===== src/rtl/hnht_pkg.sv =====
// hnht_pkg: shared sizes, codes and request/result types for the
// hamming nearest-hash search block. No dependencies.
`timescale 1ns / 1ps

package hnht_pkg;

  // table and search sizing
  localparam int TABLE_DEPTH    = 1024;
  localparam int MAX_CANDIDATES = 20;
  localparam int HASH_BITS      = 64;

  localparam int IDX_W      = $clog2(TABLE_DEPTH);
  localparam int CNT_W      = $clog2(TABLE_DEPTH + 1);
  localparam int DIST_SLOTS = HASH_BITS + 1;
  localparam int DIST_W     = $clog2(DIST_SLOTS + 1);
  localparam int CAND_W     = $clog2(MAX_CANDIDATES + 1);

  // operation codes
  typedef logic [1:0] func_t;
  localparam func_t FUNC_CLEAR  = 2'd0;
  localparam func_t FUNC_APPEND = 2'd1;
  localparam func_t FUNC_QUERY  = 2'd2;

  // result status codes
  typedef logic [1:0] status_t;
  localparam status_t ST_MATCH    = 2'd0;
  localparam status_t ST_DONE_ACK = 2'd1;
  localparam status_t ST_NO_MATCH = 2'd2;
  localparam status_t ST_FULL     = 2'd3;

  // request payload
  typedef struct packed {
    func_t                func;
    logic [HASH_BITS-1:0] hash_value;
  } req_t;

  // result payload
  typedef struct packed {
    logic [IDX_W-1:0]  entry_index;
    logic [DIST_W-1:0] distance;
    status_t           status;
    logic              last;
  } res_t;

endpackage


===== src/rtl/hnht_dist.sv =====
// hnht_dist: two-stage pipelined hamming distance unit (xor + popcount).
// Depends on hnht_pkg for widths.
`timescale 1ns / 1ps

module hnht_dist
  import hnht_pkg::*;
(
  input  logic                 clk,
  input  logic                 rst,
  input  logic                 valid_in,
  input  logic [HASH_BITS-1:0] a,
  input  logic [HASH_BITS-1:0] b,
  input  logic [IDX_W-1:0]     tag_in,
  output logic                 valid_out,
  output logic [DIST_W-1:0]    dist_out,
  output logic [IDX_W-1:0]     tag_out,
  output logic                 busy
);

  localparam int NUM_BYTES = (HASH_BITS + 7) / 8;

  logic [NUM_BYTES*8-1:0] diff;
  logic [3:0]             byte_cnt_next [NUM_BYTES];
  logic [3:0]             byte_cnt      [NUM_BYTES];
  logic                   valid_a;
  logic [IDX_W-1:0]       tag_a;
  logic [DIST_W-1:0]      total;

  // per-byte popcount of the differing bits
  always_comb begin
    diff = (NUM_BYTES*8)'(a ^ b);
    for (int k = 0; k < NUM_BYTES; k++) begin
      byte_cnt_next[k] = '0;
      for (int j = 0; j < 8; j++) begin
        byte_cnt_next[k] = byte_cnt_next[k] + 4'(diff[k*8+j]);
      end
    end
  end

  // sum of byte counts
  always_comb begin
    total = '0;
    for (int k = 0; k < NUM_BYTES; k++) begin
      total = total + DIST_W'(byte_cnt[k]);
    end
  end

  // stage registers
  always_ff @(posedge clk) begin
    if (rst) begin
      valid_a   <= 1'b0;
      valid_out <= 1'b0;
    end else begin
      valid_a   <= valid_in;
      valid_out <= valid_a;
    end
    byte_cnt <= byte_cnt_next;
    tag_a    <= tag_in;
    dist_out <= total;
    tag_out  <= tag_a;
  end

  assign busy = valid_a | valid_out;

endmodule


===== config.mk =====
export PLATFORM = sky130hd
export DESIGN_NAME = hnht_dist
export DESIGN_NICKNAME = d
export VERILOG_FILES = /design/src/rtl/hnht_pkg.sv /design/src/rtl/hnht_dist.sv
export SDC_FILE = /design/constraint.sdc
export NUM_CORES = 1
export LEC_CHECK = 0
export ABC_AREA = 1
export BUFFER_PORTS_ARGS = -buffer_cell sky130_fd_sc_hd__buf_2
export CAP_MARGIN = 20
export CORE_UTILIZATION = 35
export CTS_BUF_LIST = sky130_fd_sc_hd__clkbuf_2 sky130_fd_sc_hd__clkbuf_4 sky130_fd_sc_hd__clkbuf_8
export CTS_CLUSTER_SIZE = 30
export DETAILED_ROUTE_END_ITERATION = 8
export SYNTH_ARGS = -nofsm -noshare
export SYNTH_HDL_FRONTEND = slang
export SYNTH_SLANG_ARGS = --single-unit

===== constraint.sdc =====
create_clock -name clk -period 10 [get_ports clk]
set_input_delay 1 -clock clk [delete_from_list [all_inputs] [get_ports clk]]
set_output_delay 1 -clock clk [all_outputs]
set_load 0.05 [all_outputs]

==> results.md, run 1 <==
* Nets at ~730
* Crit share post-route at 0.3443
* Min-delay src: tag_a[9]
* Crit path from: byte_cnt[2]
* P_leak at 0.002627 uW
* Final TNS setup at 0 ns
* Worst-Margin Slew at 0.2564 ns
* Setup Skew at about 0.0090 ns
* Vias at 2568
* Asr flop ratio synth at 0
* Post-synth top cells: inv_1 (74), dfxtp_1 (61), fa_1 (55), xor2_1 (50), ha_1 (31)
* CTS root buf: clkbuf_8
* Sequential cell area at 1221 um2
* Ant. Diodes at 0
* Synth top area cells: dfxtp_1 (32%), fa_1 (29%), xor2_1 (12%)
* Die W at 106.0 um
* Place WS at between 6 and 7 ns
* Worst R2R Start: byte_cnt[2]
* Drt wl/cell at 9.290 um
* CTS tree: built
* Starting DRC count in detailed routing at 49
* Final hold viol count at 0
* Area delta synth->final at 31.33%
* Leading area contributor after synthesis: dfxtp_1
* Synthesized cell area at 3782 um2
* RSZ-0062 raised after global routing: false
* Req. time, crit path at about 10 ns
* Final GP Congestion at 0.6945
* Drt drc at 0
* H-tree Lvls at 3
* Routed Wire Length at 5.955 mm
* Crit-path max FO at 2
* Crit path kind: reg2reg
* PD cells at around 420 nW/um2
* Seq/Total Area, Yosys at 0.3229
* CTS clk-pin slew, worst paths at 0.06 ns
* Vias per inst at between 4 and 5
* Die Ht at 106.0 um
* Hold Crit Class: reg2reg
* Total power at 2097 uW
* Maximum vdd ir drop at 0.3423 mV
* FF+latch count, synth at 61
* Hold slack at 0.3258 ns
* Post-CTS sizing at 0
* CP startpoint kind: flop
* Die area at roughly 11000 um2
* Status: complete, no violations
* CP arrival at 3.70 ns
* Initial antenna violation count at 0
* Cell with the most instances after synthesis: inv_1
* Synth Warn # at 0
* Syn Inst Count at 330
* Yosys top cell area share at 0.3229
* First-pass GRT wire length at 10.24 mm
* CTS sink count at 61
* Vias in the first global route at 2643
* Post-synth EDFFs at 0
* DPL Wire Length at 5.400 mm
* Post-synth top flop: dfxtp_1
* Multi-input gate area in the final layout at 2283 um2
* Max Cap Viol at 0
* Core ar. at 10420 um2
* Element type at the critical path end: flop
* Max Fclk at roughly 0.29 GHz
* Buffers on Ports at 159
* Total Routing Usage GR at 0.1162
* Tmin final at 3.443 ns
* Setup violators final at 0
* Top Ports at 160
* Row count at 37
* Worst skew pair latency at 0.34 ns
* Post-CTS Hold Fix Bufs at 0
* FILL cells at roughly 950
* Post-route ant nets at 0
* Syn Area/Cell at 11.46 um2
* Num CTS Buffers at 9
* Setup WS post-layout at 6.557 ns
* Largest net degree at the start of global routing at 12
* Drt first pass iters at 4
* Netlist cell types at 13
* Share of layout cells above drive strength 1 at 0.3485
* Core Util, Final at 0.4769
* GRT overflow at 0
* Postcts setup bufs at 0
* Bufs on Longest Clock Path at 2
* Relative slew slack at 0.8303
* Initial Utilization at 0.3631
* Max Slew Vio Count at 0
* Syn Nets at ~560
[logic make-up after synthesis]
logic type / Yosys count / share of synthesized area
compound gates: 2 / 0.002644
xor+xnor: 73 / 0.1690
fa+ha+maj: 86 / 0.3936
buf+inv: 74 / 0.07344
flops: 61 / 0.3229
simple gates: 34 / 0.03838
[worst max-delay path: stages (launching register included)]
cell and delay [ns]:
dfxtp_1 0.31, inv_1 0.06, fa_1 0.53, inv_1 0.05, fa_1 0.50, fa_1 0.54
inv_1 0.05, fa_1 0.46, inv_1 0.07, ha_1 0.15, inv_1 0.05, fa_1 0.40
o21ai_0 0.19
[sequential cells by signal (all words and copies together) (netlist names)]
register   flops
tag_a         10
tag_out       10
valid_a        1
byte_cnt      32
valid_out      1
dist_out       7
[layout make-up]
class,count,area share
clock inverters,6,0.01763
multi-input cells,195,0.4597
repair buffers,159,0.1602
flip-flops and latches,61,0.2458
inverters,74,0.05592
well taps,136,0.03426
clock buffers,10,0.02645
[where the power goes]
part           switching [uW]  internal [uW]  total [uW]
combinational             830            646        1480
clock                    91.1            143         234
sequential               23.9            363         387
total                     945           1150        2100
[cell usage in the layout (no fill, tap or decap), drive strengths merged, types with 10 or more instances in the layout]
cell type	count
nand3	10
nand2	20
inv	74
dfxtp	61
xor2	50
ha	31
buf	159
xnor2	23
fa	55
clkbuf	10
[path summary, 6_finish.rpt]
path	end	slack, ns	depth (start not counted)
hold / removal	tag_out[9]	0.33	0
hold reg to reg	tag_out[9]	0.33	0
setup / recovery	dist_out[6]	6.56	12
setup reg to reg	dist_out[6]	6.56	12
[per-stage QoR]
step / instances / instance area (um2)
after CTS: 641 / 4967
final: 641 / 4967
after detailed placement: 625 / 4748
after global placement: 625 / 4748
after global routing: 641 / 4967
after floorplan: 330 / 3782
[per-layer routing]
metal,GRT usage,wire [um],up-vias
met5,0,0,-
met4,0.04167,94,0
met3,0.03556,491,11
met2,0.2152,2975,103
met1,0.1237,2393,1150
li1,-,-,1304
No activity file was read; power rests on OpenSTA's default activity.
==> inputs of run 2 (changes only) <==
- ABC_AREA: 1 -> 0
- clock period: 10 -> 3 ns (I/O delays scaled with it)
==> results.md, run 2 <==
* Tmin final at 3.346 ns (-0.09688 ns)
* Final GP Congestion at 0.6899 (-0.66%)
* Ant. Diodes at 0 (unchanged)
* Setup violators final at 4 (+4)
* Max Slew Vio Count at 0 (unchanged)
* Area delta synth->final at 32.75%
* H-tree Lvls at 3 (unchanged)
* CTS clk-pin slew, worst paths at 0.07 ns (about the same)
* Share of layout cells above drive strength 1 at 0.3895 (+0.04094)
* Leading area contributor after synthesis: dfxtp_1
* DPL Wire Length at 5.262 mm (-2.6%)
* Top Ports at 160 (unchanged)
* Core Util, Final at 0.4818 (+0.004904)
* Initial antenna violation count at 0 (unchanged)
* Min-delay src: tag_in[8]
* Syn Area/Cell at 11.95 um2 (+4.2%)
* Max Fclk at 0.2989 GHz (+2.9%)
* Drt first pass iters at 4 (unchanged)
* FF+latch count, synth at 61 (unchanged)
* Area post-placement at 4750 um2 (about the same)
* Crit path from: byte_cnt[14]
* Synth Warn # at 0 (unchanged)
* Post-route design area at 4996 um2 (+0.58%)
* Vias per inst at 3.989 (-0.43%)
* Status: finished, violations left
* Number of flip-flops in the largest register at 32 (unchanged)
* Die area at 11170 um2 (-0.49%)
* Setup Skew at 0.005074 ns (-0.003899 ns)
* Most flops, register: byte_cnt
* Failing checks: setup timing
* Synth top area cells: dfxtp_1 (32%), fa_1 (29%), xor2_1 (12%)
* GRT overflow at 0 (unchanged)
* Row count at 37 (unchanged)
* Syn Nets at 542 (-2.7%)
* Most frequent cells in the layout: buf_2 (159), inv_1 (63), dfxtp_1 (59), fa_1 (53), xor2_1 (50)
* Drt wl/cell at 9.496 um (+2.2%)
* Post-synth EDFFs at 0 (unchanged)
* Vias in the first global route at 2756 (+4.3%)
* Element type at the critical path end: flop
* Bufs on Longest Clock Path at 2 (unchanged)
* Cell with the most instances after synthesis: inv_1
* Syn Inst Count at 315 (-4.5%)
* CP startpoint kind: flop
* CTS sink count at 61 (unchanged)
* RSZ-0062 raised after global routing: true
* Post-route ant nets at 0 (unchanged)
* Initial Utilization at 0.3629 (about the same)
* Final hold viol count at 0 (unchanged)
* Post-synth top flop: dfxtp_1
* Die W at 105.7 um (-0.25%)
* Final TNS setup at -1.240 ns (-1.240 ns)
* Worst R2R Start: byte_cnt[14]
* Hold slack at 0.05566 ns (-0.2701 ns)
* Buffers on Ports at 159 (unchanged)
* Crit-path max FO at 2 (unchanged)
* FILL cells at 982 (+3.8%)
* Largest net degree at the start of global routing at 12 (unchanged)
* Worst-Margin Slew at 0.2655 ns (+0.009161 ns)
* Worst skew pair latency at 0.34 ns (about the same)
* CTS tree: built
* Vias at 2509 (-2.3%)
* Max Cap Viol at 0 (unchanged)
* Multi-input gate area in the final layout at 2297 um2 (+0.60%)
* Crit path kind: reg2reg
* Crit share post-route at 1.115 (+0.7710)
* Sequential cell area at 1224 um2 (+0.20%)
* Routed Wire Length at 5.973 mm (+0.30%)
* Synthesized cell area at 3764 um2 (-0.50%)
* First-pass GRT wire length at 10.83 mm (+5.7%)
* CP arrival at 3.63 ns (-0.07 ns)
* Post-synth top cells: inv_1 (70), dfxtp_1 (61), fa_1 (55), xor2_1 (50), ha_1 (31)
* Commonest non-fill, non-tap cell in the layout: buf_2
* Yosys top cell area share at 0.3245 (+0.001610)
* Setup WS post-layout at -0.3457 ns (-6.903 ns)
* Largest regs: byte_cnt x32, tag_a x10, tag_out x10
* Req. time, crit path at 3.29 ns (-6.97 ns)
* Die Ht at 105.7 um (-0.25%)
* Hold Crit Class: in2reg
* Relative slew slack at 0.8242 (-0.006065)
* Asr flop ratio synth at 0 (unchanged)
* Drt drc at 0 (unchanged)
* Seq/Total Area, Yosys at 0.3245 (+0.001610)
* Num CTS Buffers at 9 (unchanged)
* Netlist cell types at 13 (unchanged)
* Starting DRC count in detailed routing at 47 (-4.1%)
* Total Routing Usage GR at 0.1230 (+0.006814)
* Post-CTS Hold Fix Bufs at 0 (unchanged)
* CTS root buf: clkbuf_8
* Core ar. at 10370 um2 (-0.44%)
* Nets at 715 (-1.7%)
-- run 2: cell count changes after synthesis --
cell,delta
a21o_1,+1
a21oi_1,+7
a21oi_2,+1
inv_1,-4
nand2_1,-20
nand2b_1,+1
nand3_1,-10
nand4_1,-1
nor2_1,-2
nor2b_1,+11
xnor2_1,+1
-- run 2: final timing paths --
check	to	slack [ns]	cells after the start
worst min-delay path	tag_a[8]	0.06	1
worst max register to register	dist_out[6]	-0.35	14
worst max-delay path	dist_out[6]	-0.35	14
worst min register to register	tag_out[8]	0.33	0
-- run 2: cells by family after synthesis --
| group | synth area share |
|---|---|
| buffers and inverters | 0.06981 |
| and+or+nand+nor | 0.02161 |
| xor gates and xnor gates | 0.1722 |
| AOI/OAI and AO/OA | 0.01629 |
| adders and majority gates | 0.3956 |
| DFF | 0.3245 |
-- run 2: final cells by class --
cell class | count | share of cell area
multi-input cells | 184 | 0.4598
flip-flops and latches | 61 | 0.2449
repair buffers | 162 | 0.1638
inverters | 70 | 0.05259
well taps | 136 | 0.03406
clock buffers | 10 | 0.02755
clock inverters | 6 | 0.01728
-- run 2: routing by layer --
metal  global-route usage  up-vias  part of all wire
li1                     -     1268                 -
met1               0.1338     1145              0.40
met2               0.2208       89              0.52
met3              0.04515        7             0.069
met4              0.03869        0             0.011
met5                    0        -                 0
-- run 2: worst max-delay path, stage by stage, from the launching register on --
cell      delay [ns]
dfxtp_2         0.32
inv_2           0.03
fa_1            0.54
inv_2           0.04
fa_1            0.48
fa_1            0.49
inv_1           0.05
fa_1            0.44
inv_2           0.08
ha_4            0.13
inv_2           0.04
fa_2            0.38
nor2b_1         0.13
o21ai_1         0.07
nand2b_1        0.07
-- run 2: metrics by stage --
step                std cells  setup WS, ns
global route              629       -0.4642
CTS                       629       -0.3424
finish                    629       -0.3457
floorplan                 315       -0.2474
detailed placement        612       -0.3353
global placement          612       -0.2642
-- run 2: what timing repair did --
item                                    CTS  global route
pin swaps                                 2             1
endpoints found under the setup margin    4             4
resized for setup                         5             6
buffers inserted                          1             0
Power of run 2 is not shown: default switching activity piles up to over one toggle a cycle in this logic, so the estimate is an artifact.
==> inputs of run 3 (changes only) <==
- ABC_AREA: 0 -> 1
==> results.md, run 3 (synthesis results as in run 1) <==
* Status: finished, violations left
* Failing checks: setup timing
* CTS clk-pin slew, worst paths at 0.06 ns (about the same)
* Crit share post-route at 1.104 (-0.01136)
* Final GP Congestion at 0.6871 (-0.41%)
* Die area at 11230 um2 (+0.49%)
* CTS tree: built
* H-tree Lvls at 3 (unchanged)
* Row count at 37 (unchanged)
* Largest regs: byte_cnt x32, tag_a x10, tag_out x10
* Total Routing Usage GR at 0.1163 (-0.006727)
* GRT overflow at 0 (unchanged)
* Area delta synth->final at 31.43%
* Worst-Margin Slew at 0.2608 ns (-0.004742 ns)
* Commonest non-fill, non-tap cell in the layout: buf_2
* First-pass GRT wire length at 10.23 mm (-5.5%)
* Die W at 106.0 um (+0.25%)
* Drt first pass iters at 3 (-1)
* Setup violators final at 4 (unchanged)
* Routed Wire Length at 5.885 mm (-1.5%)
* Drt drc at 0 (unchanged)
* CP arrival at 3.54 ns (-0.09 ns)
* Setup Skew at 0.006736 ns (+0.001662 ns)
* Vias per inst at 4.028 (+0.98%)
* CTS sink count at 61 (unchanged)
* Number of flip-flops in the largest register at 32 (unchanged)
* Post-route ant nets at 0 (unchanged)
* Area post-placement at 4753 um2 (about the same)
* Sequential cell area at 1225 um2 (+0.10%)
* Nets at 729 (+2.0%)
* Most frequent cells in the layout: buf_2 (159), inv_1 (70), dfxtp_1 (58), fa_1 (53), xor2_1 (50)
* Core ar. at 10420 um2 (+0.45%)
* Vias in the first global route at 2620 (-4.9%)
* Post-route design area at 4971 um2 (-0.50%)
* Multi-input gate area in the final layout at 2321 um2 (+1.0%)
* Vias at 2590 (+3.2%)
* Drt wl/cell at 9.152 um (-3.6%)
* Starting DRC count in detailed routing at 28 (-40%)
* Ant. Diodes at 0 (unchanged)
* Crit-path max FO at 2 (unchanged)
* Buffers on Ports at 159 (unchanged)
* CP startpoint kind: flop
* Max Slew Vio Count at 0 (unchanged)
* Top Ports at 160 (unchanged)
* Element type at the critical path end: flop
* Final hold viol count at 0 (unchanged)
* RSZ-0062 raised after global routing: true
* Hold Crit Class: in2reg
* FILL cells at 1003 (+2.1%)
* DPL Wire Length at 5.290 mm (+0.53%)
* Share of layout cells above drive strength 1 at 0.3787 (-0.01075)
* Worst skew pair latency at 0.33 ns (about the same)
* Req. time, crit path at 3.23 ns (-0.06 ns)
* Tmin final at 3.312 ns (-0.03407 ns)
* Max Fclk at 0.3020 GHz (+1.0%)
* Bufs on Longest Clock Path at 2 (unchanged)
* Initial antenna violation count at 0 (unchanged)
* Setup WS post-layout at -0.3116 ns (+0.03407 ns)
* Most flops, register: byte_cnt
* Initial Utilization at 0.3631 (about the same)
* Relative slew slack at 0.8273 (+0.003140)
* Die Ht at 106.0 um (+0.25%)
* Core Util, Final at 0.4772 (-0.004544)
* Num CTS Buffers at 9 (unchanged)
* Crit path kind: reg2reg
* Largest net degree at the start of global routing at 11 (-1)
* Max Cap Viol at 0 (unchanged)
* CTS root buf: clkbuf_8
==> run 3: worst max-delay path, stage by stage, from the launching register on <==
cell     delay (ns)
dfxtp_2        0.32
inv_2          0.03
fa_1           0.54
inv_2          0.04
fa_1           0.48
fa_1           0.49
inv_1          0.05
fa_1           0.42
inv_1          0.07
ha_2           0.19
inv_2          0.04
fa_2           0.51
inv_1          0.03
==> run 3: cell type report <==
cell class / count / share of cell area
timing repair buffer: 161 / 0.1631
clock buffer: 11 / 0.02794
inverter: 74 / 0.05588
sequential: 61 / 0.2464
tap: 136 / 0.03423
multi-input combinational: 195 / 0.4669
clock inverter: 5 / 0.005537
==> run 3: stage by stage <==
step                      TNS [ns]  hold slack, ns  worst slack, ns  instances
after floorplan            -0.6890          0.3096          -0.2252        330
after global placement      -1.035          0.3102          -0.2675        625
after detailed placement    -1.512          0.3121          -0.3506        625
after CTS                   -1.104         0.05298          -0.3158        642
after global routing        -1.618         0.04455          -0.4336        643
final                       -1.083         0.07160          -0.3116        643
==> run 3: metal layers <==
metal  part of all wire  wire length, um  vias to the layer above  GRT usage
met3              0.062              366                       10    0.03004
met2               0.50             2959                       93     0.2049
met1               0.42             2448                     1179     0.1287
met4              0.019              110                        0    0.06052
li1                   -                -                     1308          -
met5                  0                0                        -          0
==> run 3: timing repair <==
item,in CTS,in global routing
endpoints found under the setup margin,4,4
setup buffers,1,1
hold buffers,0,0
pin swaps,6,2
gates resized for setup,6,6
==> run 3: path summary, 6_finish.rpt <==
path,startpoint,end,slack [ns],cells past startpoint
setup / recovery,byte_cnt[14],dist_out[3],-0.31,12
hold / removal,tag_in[3],tag_a[3],0.07,1
setup reg to reg,byte_cnt[14],dist_out[3],-0.31,12
hold reg to reg,tag_a[9],tag_out[9],0.33,0
Power of run 3 is left out for the same reason.
